### src/rtl/core/tbsc_pkg.sv
// ============================================================================
// tbsc_pkg
// Shared types and constants of the typed buffer slot claimer: transaction
// payloads, configuration view, register map and controller/datapath links.
// ============================================================================
`default_nettype none

package tbsc_pkg;

    // field widths fixed by the interface
    localparam int TYPE_W   = 2;
    localparam int IDX_W    = 4;
    localparam int BYTES_W  = 32;
    localparam int TAG_W    = 32;
    localparam int CNT_W    = 5;
    localparam int ACTION_W = 2;

    // configuration port
    localparam int REG_TYPES = 4;
    localparam int ADDR_W    = 5;
    localparam int DATA_W    = 32;
    localparam int REGIDX_W  = 3;

    // a claim looks at no more than this many slots of one type
    localparam int SCAN_MAX = 16;

    // action codes
    localparam logic [ACTION_W-1:0] ACT_CLAIM   = 2'd0;
    localparam logic [ACTION_W-1:0] ACT_RELEASE = 2'd1;
    localparam logic [ACTION_W-1:0] ACT_CLEAR   = 2'd2;

    // register indexes
    localparam logic [REGIDX_W-1:0] REG_SIZE_TYPE0  = 3'd0;
    localparam logic [REGIDX_W-1:0] REG_SIZE_TYPE1  = 3'd1;
    localparam logic [REGIDX_W-1:0] REG_SIZE_TYPE2  = 3'd2;
    localparam logic [REGIDX_W-1:0] REG_SIZE_TYPE3  = 3'd3;
    localparam logic [REGIDX_W-1:0] REG_COUNT_TYPE0 = 3'd4;
    localparam logic [REGIDX_W-1:0] REG_COUNT_TYPE1 = 3'd5;
    localparam logic [REGIDX_W-1:0] REG_COUNT_TYPE2 = 3'd6;
    localparam logic [REGIDX_W-1:0] REG_COUNT_TYPE3 = 3'd7;

    // request transaction
    typedef struct packed {
        logic [ACTION_W-1:0] action;
        logic [TYPE_W-1:0]   exec_kind;
        logic [BYTES_W-1:0]  request_bytes;
        logic [TAG_W-1:0]    operator_tag;
        logic [IDX_W-1:0]    slot_index;
    } req_t;

    // response transaction
    typedef struct packed {
        logic                granted;
        logic [TYPE_W-1:0]   granted_type;
        logic [IDX_W-1:0]    granted_index;
        logic [BYTES_W-1:0]  unmet_bytes;
        logic                last;
    } rsp_t;

    // configuration registers as seen by the datapath
    typedef struct packed {
        logic [REG_TYPES-1:0][BYTES_W-1:0] size;
        logic [REG_TYPES-1:0][CNT_W-1:0]   count;
    } cfg_t;

    // controller to datapath
    typedef struct packed {
        logic load;
        logic rel;
        logic clear_all;
        logic grant;
        logic miss;
    } dp_cmd_t;

    // datapath to controller
    typedef struct packed {
        logic hit;
        logic last;
    } dp_status_t;

endpackage

`default_nettype wire

### src/rtl/core/tbsc_regs.sv
// ============================================================================
// tbsc_regs
// APB-style configuration registers: buffer size and buffer count per type.
// ============================================================================
`default_nettype none

module tbsc_regs (
    input  wire logic                          clk,
    input  wire logic                          rst_n,
    input  wire logic                          psel,
    input  wire logic                          penable,
    input  wire logic                          pwrite,
    input  wire logic [tbsc_pkg::ADDR_W-1:0]   paddr,
    input  wire logic [tbsc_pkg::DATA_W-1:0]   pwdata,
    output logic      [tbsc_pkg::DATA_W-1:0]   prdata,
    output logic                               pready,
    output tbsc_pkg::cfg_t                     cfg
);

    logic [tbsc_pkg::REG_TYPES-1:0][tbsc_pkg::BYTES_W-1:0] size_reg, size_next;
    logic [tbsc_pkg::REG_TYPES-1:0][tbsc_pkg::CNT_W-1:0]   count_reg, count_next;
    logic [tbsc_pkg::REGIDX_W-1:0]                         reg_idx;
    logic                                                  wr_en;

    assign reg_idx = paddr[tbsc_pkg::ADDR_W-1:2];
    assign wr_en   = psel & penable & pwrite;
    assign pready  = 1'b1;

    // register write decode
    always_comb
    begin
        size_next  = size_reg;
        count_next = count_reg;
        if (wr_en)
        begin
            case (reg_idx)
                tbsc_pkg::REG_SIZE_TYPE0:  size_next[0]  = pwdata;
                tbsc_pkg::REG_SIZE_TYPE1:  size_next[1]  = pwdata;
                tbsc_pkg::REG_SIZE_TYPE2:  size_next[2]  = pwdata;
                tbsc_pkg::REG_SIZE_TYPE3:  size_next[3]  = pwdata;
                tbsc_pkg::REG_COUNT_TYPE0: count_next[0] = pwdata[tbsc_pkg::CNT_W-1:0];
                tbsc_pkg::REG_COUNT_TYPE1: count_next[1] = pwdata[tbsc_pkg::CNT_W-1:0];
                tbsc_pkg::REG_COUNT_TYPE2: count_next[2] = pwdata[tbsc_pkg::CNT_W-1:0];
                tbsc_pkg::REG_COUNT_TYPE3: count_next[3] = pwdata[tbsc_pkg::CNT_W-1:0];
                default:
                begin
                end
            endcase
        end
    end

    always_ff @(posedge clk or negedge rst_n)
    begin
        if (!rst_n)
        begin
            size_reg  <= '0;
            count_reg <= '0;
        end
        else
        begin
            size_reg  <= size_next;
            count_reg <= count_next;
        end
    end

    // register read mux
    always_comb
    begin
        case (reg_idx)
            tbsc_pkg::REG_SIZE_TYPE0:  prdata = size_reg[0];
            tbsc_pkg::REG_SIZE_TYPE1:  prdata = size_reg[1];
            tbsc_pkg::REG_SIZE_TYPE2:  prdata = size_reg[2];
            tbsc_pkg::REG_SIZE_TYPE3:  prdata = size_reg[3];
            tbsc_pkg::REG_COUNT_TYPE0: prdata = tbsc_pkg::DATA_W'(count_reg[0]);
            tbsc_pkg::REG_COUNT_TYPE1: prdata = tbsc_pkg::DATA_W'(count_reg[1]);
            tbsc_pkg::REG_COUNT_TYPE2: prdata = tbsc_pkg::DATA_W'(count_reg[2]);
            tbsc_pkg::REG_COUNT_TYPE3: prdata = tbsc_pkg::DATA_W'(count_reg[3]);
            default:                   prdata = '0;
        endcase
    end

    assign cfg.size  = size_reg;
    assign cfg.count = count_reg;

endmodule

`default_nettype wire

### src/rtl/core/tbsc_ctrl.sv
// ============================================================================
// tbsc_ctrl
// Controller: takes request transactions, runs the slot scan of a claim and
// owns the response valid flag.
// ============================================================================
`default_nettype none

module tbsc_ctrl (
    input  wire logic                            clk,
    input  wire logic                            rst_n,
    input  wire logic                            req_valid,
    input  wire logic [tbsc_pkg::ACTION_W-1:0]   action,
    output logic                                 req_ready,
    output logic                                 rsp_valid,
    input  wire logic                            rsp_ready,
    input  wire tbsc_pkg::dp_status_t            status,
    output tbsc_pkg::dp_cmd_t                    cmd
);

    typedef enum logic [1:0] {
        ST_IDLE = 2'b01,
        ST_SCAN = 2'b10
    } state_t;

    state_t state_reg, state_next;
    logic   rsp_valid_reg, rsp_valid_next;
    logic   out_free;

    // output register can take a new response
    assign out_free = !rsp_valid_reg || rsp_ready;

    // next state and datapath commands
    always_comb
    begin
        state_next = state_reg;
        cmd        = '0;
        req_ready  = 1'b0;
        case (state_reg)
            ST_IDLE:
            begin
                req_ready = 1'b1;
                if (req_valid)
                begin
                    case (action)
                        tbsc_pkg::ACT_CLAIM:
                        begin
                            cmd.load   = 1'b1;
                            state_next = ST_SCAN;
                        end
                        tbsc_pkg::ACT_RELEASE: cmd.rel       = 1'b1;
                        tbsc_pkg::ACT_CLEAR:   cmd.clear_all = 1'b1;
                        default:
                        begin
                        end
                    endcase
                end
            end
            ST_SCAN:
            begin
                if (out_free)
                begin
                    if (status.hit)
                    begin
                        cmd.grant = 1'b1;
                        if (status.last)
                            state_next = ST_IDLE;
                    end
                    else
                    begin
                        cmd.miss   = 1'b1;
                        state_next = ST_IDLE;
                    end
                end
            end
            default: state_next = ST_IDLE;
        endcase
    end

    // response valid flag
    assign rsp_valid_next = (rsp_valid_reg && !rsp_ready) || cmd.grant || cmd.miss;
    assign rsp_valid      = rsp_valid_reg;

    always_ff @(posedge clk or negedge rst_n)
    begin
        if (!rst_n)
        begin
            state_reg     <= ST_IDLE;
            rsp_valid_reg <= 1'b0;
        end
        else
        begin
            state_reg     <= state_next;
            rsp_valid_reg <= rsp_valid_next;
        end
    end

endmodule

`default_nettype wire

### src/rtl/core/tbsc_datapath.sv
// ============================================================================
// tbsc_datapath
// Slot table (busy flags and owner tags), claim scan registers, free-slot
// search and the response register.
// ============================================================================
`default_nettype none

module tbsc_datapath #(
    parameter int NUM_TYPES     = 4,
    parameter int BUFS_PER_KIND = 16,
    parameter int NUM_SLOTS     = 64
) (
    input  wire logic                 clk,
    input  wire logic                 rst_n,
    input  wire tbsc_pkg::req_t       req_data,
    input  wire tbsc_pkg::cfg_t       cfg,
    input  wire tbsc_pkg::dp_cmd_t    cmd,
    output tbsc_pkg::dp_status_t      status,
    output tbsc_pkg::rsp_t            rsp_data
);

    localparam int SLOT_W  = (NUM_SLOTS > 1) ? $clog2(NUM_SLOTS) : 1;
    localparam int SPAN    = ((1 << tbsc_pkg::TYPE_W) - 1) * BUFS_PER_KIND
                             + tbsc_pkg::SCAN_MAX;
    localparam int SPAN_W  = $clog2(SPAN);
    localparam int SN_W    = (SPAN_W > SLOT_W) ? SPAN_W : SLOT_W;
    localparam int SCAN_W  = tbsc_pkg::CNT_W;

    // scan registers
    logic [tbsc_pkg::TYPE_W-1:0]  type_reg;
    logic [SN_W-1:0]              base_reg;
    logic [tbsc_pkg::BYTES_W-1:0] remain_reg;
    logic [tbsc_pkg::BYTES_W-1:0] size_reg;
    logic [tbsc_pkg::TAG_W-1:0]   tag_reg;
    logic [SCAN_W-1:0]            lim_reg;
    logic [SCAN_W-1:0]            start_reg;

    // slot table
    logic [NUM_SLOTS-1:0]         busy_reg, busy_next;
    logic [tbsc_pkg::TAG_W-1:0]   owner_mem [NUM_SLOTS];

    tbsc_pkg::rsp_t               rsp_reg;

    // load values
    logic                         type_ok;
    logic [tbsc_pkg::CNT_W-1:0]   ld_cnt;
    logic [SCAN_W-1:0]            ld_lim;

    // search
    logic [tbsc_pkg::SCAN_MAX-1:0] free_mask, cand_mask;
    logic                          hit, later;
    logic [tbsc_pkg::IDX_W-1:0]    pick;
    logic [SN_W-1:0]               grant_slot;
    logic [tbsc_pkg::BYTES_W-1:0]  take, remain_new;

    // release decode
    logic [31:0]                   rel_sum;
    logic                          rel_ok;

    // scan limit from the count register, capped by buffers per type and scan window
    assign type_ok = 32'(req_data.exec_kind) < NUM_TYPES;
    assign ld_cnt  = cfg.count[req_data.exec_kind];

    always_comb
    begin
        ld_lim = ld_cnt;
        if (32'(ld_lim) > tbsc_pkg::SCAN_MAX)
            ld_lim = SCAN_W'(tbsc_pkg::SCAN_MAX);
        if (32'(ld_lim) > BUFS_PER_KIND)
            ld_lim = SCAN_W'(BUFS_PER_KIND);
        if (!type_ok)
            ld_lim = '0;
    end

    // free slots within the scan window of the current type
    always_comb
    begin
        logic [SN_W-1:0] sj;
        sj = '0;
        for (int j = 0; j < tbsc_pkg::SCAN_MAX; j++)
        begin
            sj           = base_reg + SN_W'(j);
            free_mask[j] = (32'(j) < 32'(lim_reg)) && (32'(sj) < NUM_SLOTS)
                           && !busy_reg[sj[SLOT_W-1:0]];
            cand_mask[j] = free_mask[j] && (32'(j) >= 32'(start_reg));
        end
    end

    // lowest free slot at or past the scan position
    always_comb
    begin
        hit  = 1'b0;
        pick = '0;
        for (int j = tbsc_pkg::SCAN_MAX - 1; j >= 0; j--)
        begin
            if (cand_mask[j])
            begin
                hit  = 1'b1;
                pick = tbsc_pkg::IDX_W'(j);
            end
        end
    end

    // any free slot left beyond the picked one
    always_comb
    begin
        later = 1'b0;
        for (int j = 0; j < tbsc_pkg::SCAN_MAX; j++)
        begin
            if (free_mask[j] && (32'(j) > 32'(pick)))
                later = 1'b1;
        end
    end

    // need drops by the buffer size, saturating at zero
    assign take       = (remain_reg < size_reg) ? remain_reg : size_reg;
    assign remain_new = remain_reg - take;
    assign grant_slot = base_reg + SN_W'(pick);

    assign status.hit  = hit;
    assign status.last = (remain_new == '0) || !later;

    // release target
    assign rel_sum = 32'(req_data.exec_kind) * BUFS_PER_KIND
                     + 32'(req_data.slot_index);
    assign rel_ok  = type_ok && (32'(req_data.slot_index) < BUFS_PER_KIND)
                     && (rel_sum < NUM_SLOTS);

    // busy flag updates
    always_comb
    begin
        busy_next = busy_reg;
        if (cmd.clear_all)
            busy_next = '0;
        if (cmd.rel && rel_ok)
            busy_next[rel_sum[SLOT_W-1:0]] = 1'b0;
        if (cmd.grant)
            busy_next[grant_slot[SLOT_W-1:0]] = 1'b1;
    end

    always_ff @(posedge clk or negedge rst_n)
    begin
        if (!rst_n)
            busy_reg <= '0;
        else
            busy_reg <= busy_next;
    end

    // owner tags
    always_ff @(posedge clk)
    begin
        if (cmd.grant)
            owner_mem[grant_slot[SLOT_W-1:0]] <= tag_reg;
    end

    // claim context and scan position
    always_ff @(posedge clk)
    begin
        if (cmd.load)
        begin
            type_reg   <= req_data.exec_kind;
            base_reg   <= SN_W'(32'(req_data.exec_kind) * BUFS_PER_KIND);
            remain_reg <= req_data.request_bytes;
            size_reg   <= cfg.size[req_data.exec_kind];
            tag_reg    <= req_data.operator_tag;
            lim_reg    <= ld_lim;
            start_reg  <= '0;
        end
        else if (cmd.grant)
        begin
            remain_reg <= remain_new;
            start_reg  <= SCAN_W'(pick) + SCAN_W'(1);
        end
    end

    // response register
    always_ff @(posedge clk)
    begin
        if (cmd.grant)
        begin
            rsp_reg.granted       <= 1'b1;
            rsp_reg.granted_type  <= type_reg;
            rsp_reg.granted_index <= pick;
            rsp_reg.unmet_bytes   <= remain_new;
            rsp_reg.last          <= status.last;
        end
        else if (cmd.miss)
        begin
            rsp_reg.granted       <= 1'b0;
            rsp_reg.granted_type  <= type_reg;
            rsp_reg.granted_index <= '0;
            rsp_reg.unmet_bytes   <= remain_reg;
            rsp_reg.last          <= 1'b1;
        end
    end

    assign rsp_data = rsp_reg;

endmodule

`default_nettype wire

### src/rtl/core/typed_buffer_slot_claimer_unit.sv
// ============================================================================
// typed_buffer_slot_claimer_unit
// Ownership table of fixed-size buffer slots grouped by executor type:
// claims take free slots of a type until the byte need is met or no free slot
// is left, releases and clears free slots.
// ============================================================================
//
//  channel | direction | handshake              | payload
//  --------+-----------+------------------------+----------------------
//  req     | in        | req_valid / req_ready  | tbsc_pkg::req_t
//  rsp     | out       | rsp_valid / rsp_ready  | tbsc_pkg::rsp_t
//  apb     | in        | psel, penable, pwrite  | paddr, pwdata, prdata
//
//  release, clear and unused actions finish in the accept cycle
//  a claim loads its context first, then grants one slot per cycle while the
//  rsp channel does not stall, or gives a single no-slot response; busy slots
//  are skipped by a combinational priority search over the sixteen-slot window
//  req_ready is high only while no claim is scanning; a stalled rsp channel
//  holds the scan, the response register keeps one transaction
//  reset clears all busy flags, the configuration registers, the controller state and the response valid flag
//
`default_nettype none

module typed_buffer_slot_claimer_unit #(
    parameter int NUM_TYPES     = 4,
    parameter int BUFS_PER_KIND = 16,
    parameter int NUM_SLOTS     = 64
) (
    input  wire logic                          clk,
    input  wire logic                          rst_n,

    input  wire logic                          req_valid,
    output logic                               req_ready,
    input  wire tbsc_pkg::req_t                req_data,

    output logic                               rsp_valid,
    input  wire logic                          rsp_ready,
    output tbsc_pkg::rsp_t                     rsp_data,

    input  wire logic                          psel,
    input  wire logic                          penable,
    input  wire logic                          pwrite,
    input  wire logic [tbsc_pkg::ADDR_W-1:0]   paddr,
    input  wire logic [tbsc_pkg::DATA_W-1:0]   pwdata,
    output logic      [tbsc_pkg::DATA_W-1:0]   prdata,
    output logic                               pready
);

    tbsc_pkg::cfg_t       cfg;
    tbsc_pkg::dp_cmd_t    cmd;
    tbsc_pkg::dp_status_t status;

    // configuration registers
    tbsc_regs u_regs (
        .clk     (clk),
        .rst_n   (rst_n),
        .psel    (psel),
        .penable (penable),
        .pwrite  (pwrite),
        .paddr   (paddr),
        .pwdata  (pwdata),
        .prdata  (prdata),
        .pready  (pready),
        .cfg     (cfg)
    );

    // controller
    tbsc_ctrl u_ctrl (
        .clk       (clk),
        .rst_n     (rst_n),
        .req_valid (req_valid),
        .action    (req_data.action),
        .req_ready (req_ready),
        .rsp_valid (rsp_valid),
        .rsp_ready (rsp_ready),
        .status    (status),
        .cmd       (cmd)
    );

    // datapath
    tbsc_datapath #(
        .NUM_TYPES     (NUM_TYPES),
        .BUFS_PER_KIND (BUFS_PER_KIND),
        .NUM_SLOTS     (NUM_SLOTS)
    ) u_datapath (
        .clk      (clk),
        .rst_n    (rst_n),
        .req_data (req_data),
        .cfg      (cfg),
        .cmd      (cmd),
        .status   (status),
        .rsp_data (rsp_data)
    );

endmodule

`default_nettype wire
### config.mk
export PLATFORM = sky130hd
export DESIGN_NAME = typed_buffer_slot_claimer_unit
export DESIGN_NICKNAME = d
export VERILOG_FILES = /design/src/rtl/core/tbsc_pkg.sv /design/src/rtl/core/tbsc_regs.sv /design/src/rtl/core/tbsc_ctrl.sv /design/src/rtl/core/tbsc_datapath.sv /design/src/rtl/core/typed_buffer_slot_claimer_unit.sv
export SDC_FILE = /design/constraint.sdc
export NUM_CORES = 1
export LEC_CHECK = 0
export ABC_CLOCK_PERIOD_IN_PS = 6100
export BUFFER_PORTS_ARGS = -buffer_cell sky130_fd_sc_hd__buf_2
export CORE_MARGIN = 1
export CORE_UTILIZATION = 38
export DETAILED_ROUTE_END_ITERATION = 10
export HOLD_SLACK_MARGIN = 0.02
export RECOVER_POWER = 25
export SLEW_MARGIN = 15
export SYNTH_ARGS = -nofsm -noshare
export SYNTH_HDL_FRONTEND = slang
export SYNTH_SLANG_ARGS = --single-unit
### constraint.sdc
create_clock -name clk -period 6.1 [get_ports clk]
set_clock_uncertainty 0.15 [all_clocks]
set_input_delay 1.22 -clock clk [delete_from_list [all_inputs] [get_ports clk]]
set_output_delay 1.22 -clock clk [all_outputs]
set_load 0.03 [all_outputs]
==> reports/results.tsv, run 1 <==
metric	value	unit
depth of the CTS H-tree	2	
Crit Path Category	reg -> reg	
Hold Crit Class	reg -> reg	
FF/Latch Area	0.00880	mm²
#FFs+latches synth	331	
Net Sw Power	2.01	mW
Inst Count DP	2431	
Period minus WS final	5.74	ns
design area	0.0218	mm²
root buffer cell	clkbuf_16	
Reg clk slew, reported paths	0.06	ns
ys async rst share	65.0	%
Tot Pwr	6.56	mW
vias in the first global route	14400	
Setup violations, final	0	
CP Max Fanout	4	
Initial DRT Pass Iterations	5	
global-route usage over all layers	20.5	%
die area	0.0508	mm²
vias per inst	5.73	
synth cell count leaders	dfrtp_1 (214), nand2_1 (180), mux2_2 (150), nor2_1 (111), edfxtp_1 (110)	
R2R cell count	21	
Post-Place Worst Slack	0.162	ns
Post-Syn Nets	1855	
Mapped Cells	1673	
Final period util	94.1	%
internal power	4.55	mW
VDD IR max	0.218	mV
hpwl dp	36400	µm
sequential fraction of design power	42.0	%
total grt overflow	0	
largest net degree at the start of global routing	89	
Num CTS Buffers	39	
YS warnings	0	
Crit path depth	21	
Hold Path Depth	2	
DRT antenna net count	0	
Setup WS post-layout	0.361	ns
drt wl/cell	20.8	µm
area of the core	0.0491	mm²
area of the multi-input gates	0.00965	mm²
CTS tree	yes	
Die Y	225	µm
CP endpoint kind	register	
Non-Filler Instances	2507	
status	finished, violations left	
failing checks	max-capacitance violations, max-slew violations	
Clk network pwr share	34.1	%
DRT Wirelength	52100	µm
CTS Hold Bufs	0	
Post-DP Area	0.0205	mm²
Static Leak	9.04	nW
share of the synthesized area in the top cell type	28.2	%
post-synth cell types	82	
Slew headroom	-178	%
fin nets	1991	
final slew viol count	136	
Most used DFF post-synth	dfrtp_1	
hold endpoint	u_datapath.rsp_data[39]$_SDFFE_PP1P_	
CP arrival	6.01	ns
DRC Markers	0	
TNS Setup	0	ns
max reg flops	148	
most common cell in the synthesized netlist	dfrtp_1	
r2r startpoint	u_datapath.size_reg[17]$_DFFE_PP_	
initial antenna violation count	8	
FP Rows	81	
CP peak stage delay	0.43	ns
Crit path required time	6.37	ns
Max-Cap Viols	2	
average size of a mapped cell	11.3	µm²
Slew @ Worst Pin	4.17	ns
Top-Level Pins	191	
part of the Yosys area used for sequential elements	46.4	%
ranking of synthesized cells by area	dfrtp_1 (28%), edfxtp_1 (17%), mux4_2 (9.7%)	
clock buffer depth	3	
WP buf/inv	2	
DR iter-0 viols	961	
Reg2Reg Setup Slack	0.36	ns
worst hold start	u_datapath.rsp_data[39]$_SDFFE_PP1P_	
Hold Violations, Final	0	
die width	225	µm
nature of the critical path startpoint	register	
Sw Ratio	30.6	%
Area Growth Syn to Fin	14.7	%
CP max stage cell	edfxtp_1	
PortBufs	155	
crit-path leading delay family	compound AO/OA/AOI/OAI gates	
Worst-Skew Late Latency	0.58	ns
layout cell share with drive strength beyond 1	27.4	%
highest clock rate	174	MHz
post-layout util	44.3	%
DR vias	14400	
total power per unit cell area	302	mW/mm²
worst hold margin	0.301	ns
initial core utilization	38.7	%
synthesized area	0.0190	mm²
CTS sink count	331	
RSZ-0062 raised after global routing	false	
crit-path cells	inv_1 > ha_1 > a21o_1 > a21o_1 > a2111oi_1 > nor4_1 > a211oi_4 > mux2_2 > ha_1 > fa_1 > nand2b_1 > a21oi_1 > o32a_1 > xnor2_1 > o2111a_1 > nand4_1 > nor4_2 > nand4_1 > nor4_2 > buf_4 > or3_1	
first-pass GRT wire length	80800	µm
post-synth top area cell	dfrtp_1	
EDFF count, synth	110	
GP Congestion	0.899	
Comb power frac	23.9	%
number of fill cells in the layout	4647	
RR Endpoint	u_datapath.rsp_data[0]$_SDFFCE_PN1P_	
[cell usage in the layout, fill, tap and decap left out, types with 10 or more instances in the layout]
| master | Yosys | final |
|---|---|---|
| or3_1 | 12 | 12 |
| mux2_2 | 150 | 150 |
| buf_2 | 7 | 152 |
| nor4_1 | 13 | 11 |
| clkbuf_16 | 0 | 41 |
| nand3_1 | 30 | 30 |
| o21ai_0 | 81 | 81 |
| nor2_1 | 111 | 108 |
| and2_1 | 11 | 11 |
| xor2_1 | 13 | 13 |
| ha_1 | 65 | 65 |
| nand2b_1 | 20 | 19 |
| inv_1 | 50 | 50 |
| o211ai_1 | 10 | 10 |
| nor2b_1 | 43 | 43 |
| dfrtp_1 | 214 | 214 |
| clkbuf_1 | 73 | 19 |
| and3_1 | 11 | 10 |
| buf_4 | 1 | 29 |
| a21o_1 | 15 | 15 |
| xnor2_1 | 11 | 11 |
| a32o_1 | 66 | 66 |
| a21oi_1 | 97 | 95 |
| nand2_1 | 180 | 180 |
| nand4_1 | 14 | 14 |
| edfxtp_1 | 110 | 110 |
| mux4_2 | 82 | 82 |
| nor3_1 | 17 | 17 |
[tightest hold or removal path: cells and delay by family (launching register included)]
family / cells / cell delay [ns]
simple gates: 2 / 0.09
flops: 1 / 0.31
[cells by family after synthesis]
kind of cell | count (synthesis) | share of synthesized area [%]
buf+inv | 147 | 3.01
simple gates | 504 | 12.9
flops | 331 | 46.4
mux | 240 | 19.1
other cells | 1 | 0.0198
fa+ha+maj | 66 | 4.39
compound gates | 360 | 13.1
xor+xnor | 24 | 1.11
[worst max-delay path by stage]
stage                                         from                                    to  slack (ns)
6_report         u_datapath.size_reg[17]$_DFFE_PP_  u_datapath.rsp_data[0]$_SDFFCE_PN1P_        0.36
5_1_grt        u_datapath.remain_reg[29]$_DFFE_PP_  u_datapath.rsp_data[0]$_SDFFCE_PN1P_        0.03
4_1_cts          u_datapath.size_reg[17]$_DFFE_PP_  u_datapath.rsp_data[0]$_SDFFCE_PN1P_        0.11
3_5_place_dp     u_datapath.size_reg[17]$_DFFE_PP_  u_datapath.rsp_data[0]$_SDFFCE_PN1P_        0.16
3_3_place_gp     u_datapath.size_reg[17]$_DFFE_PP_  u_datapath.rsp_data[0]$_SDFFCE_PN1P_        0.14
2_1_floorplan  u_datapath.remain_reg[17]$_DFFE_PP_  u_datapath.rsp_data[0]$_SDFFCE_PN1P_        0.66
[power groups by stage]
stage / Clock, mW / Combinational (mW) / Sequential [mW]
6_report: 2.23 / 1.57 / 2.76
5_1_grt: 2.38 / 1.70 / 2.79
4_1_cts: 2.29 / 1.55 / 2.75
3_5_place_dp: 0 / 1.54 / 2.79
3_3_place_gp: 0 / 1.51 / 2.77
2_1_floorplan: 0 / 1.11 / 2.73
[routing by layer]
layer	GRT usage (%)	routed length, µm
met3	3.77	2870
met4	7.66	1520
met2	31.9	23800
met5	0	54
met1	28.5	23900
[timing repair]
item	in CTS	in global routing
gates resized for setup	0	9
buffers inserted	0	1
endpoints found under the setup margin	0	3
[area by class of cell]
cell class / count / share of cell area [%]
Multi-Input combinational cell: 1195 / 44.3
Sequential cell: 331 / 40.5
Clock buffer: 58 / 5.10
Timing Repair Buffer: 191 / 4.84
Tap cell: 664 / 3.82
Inverter: 51 / 0.880
Clock inverter: 13 / 0.489
Antenna cell: 4 / 0.0460
Power figures use the tool's default switching activity.
==> inputs of run 2 (changes only) <==
Settings changed: BUFFER_PORTS_ARGS -buffer_cell sky130_fd_sc_hd__buf_2 to unset, DONT_BUFFER_PORTS set to 1.
==> run 2 against run 1 <==
  * Power down 1.3%
  * Maximum frequency down 0.15%
  * Register-to-register slack about the same
  * Cell count down 6.5%
  * Clock power up 2%
  * Global-route usage down 0.47 points
  * Count of clock-buffer cells in the layout down 4
  * The run now ends clean
  * Non-clock buffer count down 157
  * Cell area down 3.4%
  * First-iteration DRC count up 27%
==> reports/results.tsv, run 2 (same netlist as run 1, synthesis figures left out) <==
metric	value	unit
crit-path cells	ha_1 > a21o_1 > a21o_1 > a2111oi_2 > nor4_2 > a211oi_4 > mux2_2 > ha_1 > fa_1 > nand2b_1 > a21oi_1 > o32a_1 > xnor2_1 > o2111a_1 > nand4_1 > nor4_2 > buf_4 > nand4_1 > nor4_1 > buf_4 > or3_1	
most frequent cells in the layout	dfrtp_1 (214), nand2_1 (180), mux2_2 (150)	
initial core utilization	38.7	%
RR Endpoint	u_datapath.rsp_data[0]$_SDFFCE_PN1P_	
vias per inst	5.85	
CP arrival	6.02	ns
largest net degree at the start of global routing	216	
most common cell after layout, fill and taps aside	dfrtp_1	
DR vias	13700	
global-route usage over all layers	20.0	%
first-pass GRT wire length	79200	µm
GP Congestion	0.905	
max reg flops	148	
initial antenna violation count	1	
Static Leak	8.41	nW
Reg2Reg Setup Slack	0.35	ns
vias in the first global route	13600	
Max-Cap Viols	0	
Hold Crit Class	in -> async	
Slew headroom	20.2	%
Hold Violations, Final	0	
Final period util	94.2	%
highest clock rate	174	MHz
DRC Markers	0	
Period minus WS final	5.75	ns
total grt overflow	0	
DR iter-0 viols	1218	
worst hold margin	0.214	ns
Crit path required time	6.37	ns
root buffer cell	clkbuf_16	
nature of the critical path startpoint	register	
Area Growth Syn to Fin	10.8	%
area of the core	0.0491	mm²
CP max stage cell	edfxtp_1	
die width	225	µm
CTS tree	yes	
clock buffer depth	3	
depth of the CTS H-tree	2	
VDD IR max	0.240	mV
number of fill cells in the layout	4630	
status	finished clean	
Top-Level Pins	191	
Inst Count DP	2271	
R2R cell count	21	
Die Y	225	µm
fin nets	1833	
final slew viol count	0	
FP Rows	81	
PortBufs	0	
layout cell share with drive strength beyond 1	21.0	%
DRT Wirelength	50700	µm
CP Max Fanout	4	
hpwl dp	35300	µm
CP peak stage delay	0.42	ns
drt wl/cell	21.6	µm
Slew @ Worst Pin	1.19	ns
Crit Path Category	reg -> reg	
Reg clk slew, reported paths	0.06	ns
Setup WS post-layout	0.353	ns
total power per unit cell area	308	mW/mm²
Non-Filler Instances	2343	
Setup violations, final	0	
CTS sink count	331	
r2r startpoint	u_datapath.remain_reg[17]$_DFFE_PP_	
Num CTS Buffers	38	
Initial DRT Pass Iterations	5	
Post-Place Worst Slack	0.0842	ns
DRT antenna net count	0	
Worst-Skew Late Latency	0.57	ns
CP endpoint kind	register	
die area	0.0508	mm²
-- run 2: changes by cell type in the layout (fill, tap and decap cells not counted), moves of 3 or more --
cell,previous run,this run
buf_2,152,0
clkbuf_1,19,9
clkbuf_8,2,6
buf_4,29,32
diode_2,4,1
-- run 2: through the flow --
stage / power, mW / area (µm²) / setup TNS, ns / utilization (%)
final: 6.47 / 21000 / 0 / 42.9
after global routing: 6.76 / 21000 / -0.0230 / 42.9
after floorplan: 3.84 / 19000 / 0 / -
after global placement: 4.16 / 19700 / 0 / 40.1
after detailed placement: 4.21 / 19700 / 0 / 40.1
after CTS: 6.50 / 20900 / 0 / 42.7
-- run 2: worst max-delay path by stage --
stage                                   startpoint                                   end  slack (ns)  cells after the start
2_1_floorplan  u_datapath.remain_reg[17]$_DFFE_PP_  u_datapath.rsp_data[0]$_SDFFCE_PN1P_        0.66                     21
3_3_place_gp   u_datapath.remain_reg[17]$_DFFE_PP_  u_datapath.rsp_data[0]$_SDFFCE_PN1P_        0.16                     23
3_5_place_dp   u_datapath.remain_reg[17]$_DFFE_PP_  u_datapath.rsp_data[0]$_SDFFCE_PN1P_        0.08                     23
4_1_cts        u_datapath.remain_reg[17]$_DFFE_PP_  u_datapath.rsp_data[0]$_SDFFCE_PN1P_        0.05                     23
5_1_grt        u_datapath.remain_reg[17]$_DFFE_PP_  u_datapath.rsp_data[0]$_SDFFCE_PN1P_       -0.02                     23
6_report       u_datapath.remain_reg[17]$_DFFE_PP_  u_datapath.rsp_data[0]$_SDFFCE_PN1P_        0.35                     21
-- run 2: final cells by class --
cell class,count,area [µm²],area share (%)
clock inverter,13,155,0.738
timing repair buffer,34,285,1.36
tap,664,831,3.95
antenna,1,2.50,0.0119
clock buffer,54,1090,5.20
sequential,331,8800,41.9
inverter,51,193,0.917
multi-input combinational,1195,9660,45.9
-- run 2: repair_timing --
item / 4_1_cts / 5_1_grt
endpoints found under the setup margin: 0 / 3
hold buffers: 0 / 0
buffers inserted: 0 / 3
gates resized for setup: 0 / 7
-- run 2: layer usage --
metal	global-route usage, %	wire length (µm)	up-vias
li1	-	-	6260
met1	28.2	23100	6960
met2	30.5	22900	412
met3	4.33	3220	85
met4	6.63	1440	0
met5	0	0	-
-- run 2: critical path: cells and delay by family, from the launching register on --
family                   cells  cell delay (ns)
XOR/XNOR                     1             0.24
adder cells (fa/ha/maj)      3             0.94
buffers and inverters        2             0.33
AO/OA/AOI/OAI                7             1.79
multiplexers                 1             0.38
AND/OR/NAND/NOR              7             1.37
flip-flops                   1             0.42
-- run 2: report_power, final --
| group | internal (mW) | total (mW) | switching (mW) |
|---|---|---|---|
| Clock | 1.31 | 2.27 | 0.959 |
| Sequential | 2.57 | 2.76 | 0.190 |
| Combinational | 0.665 | 1.44 | 0.776 |
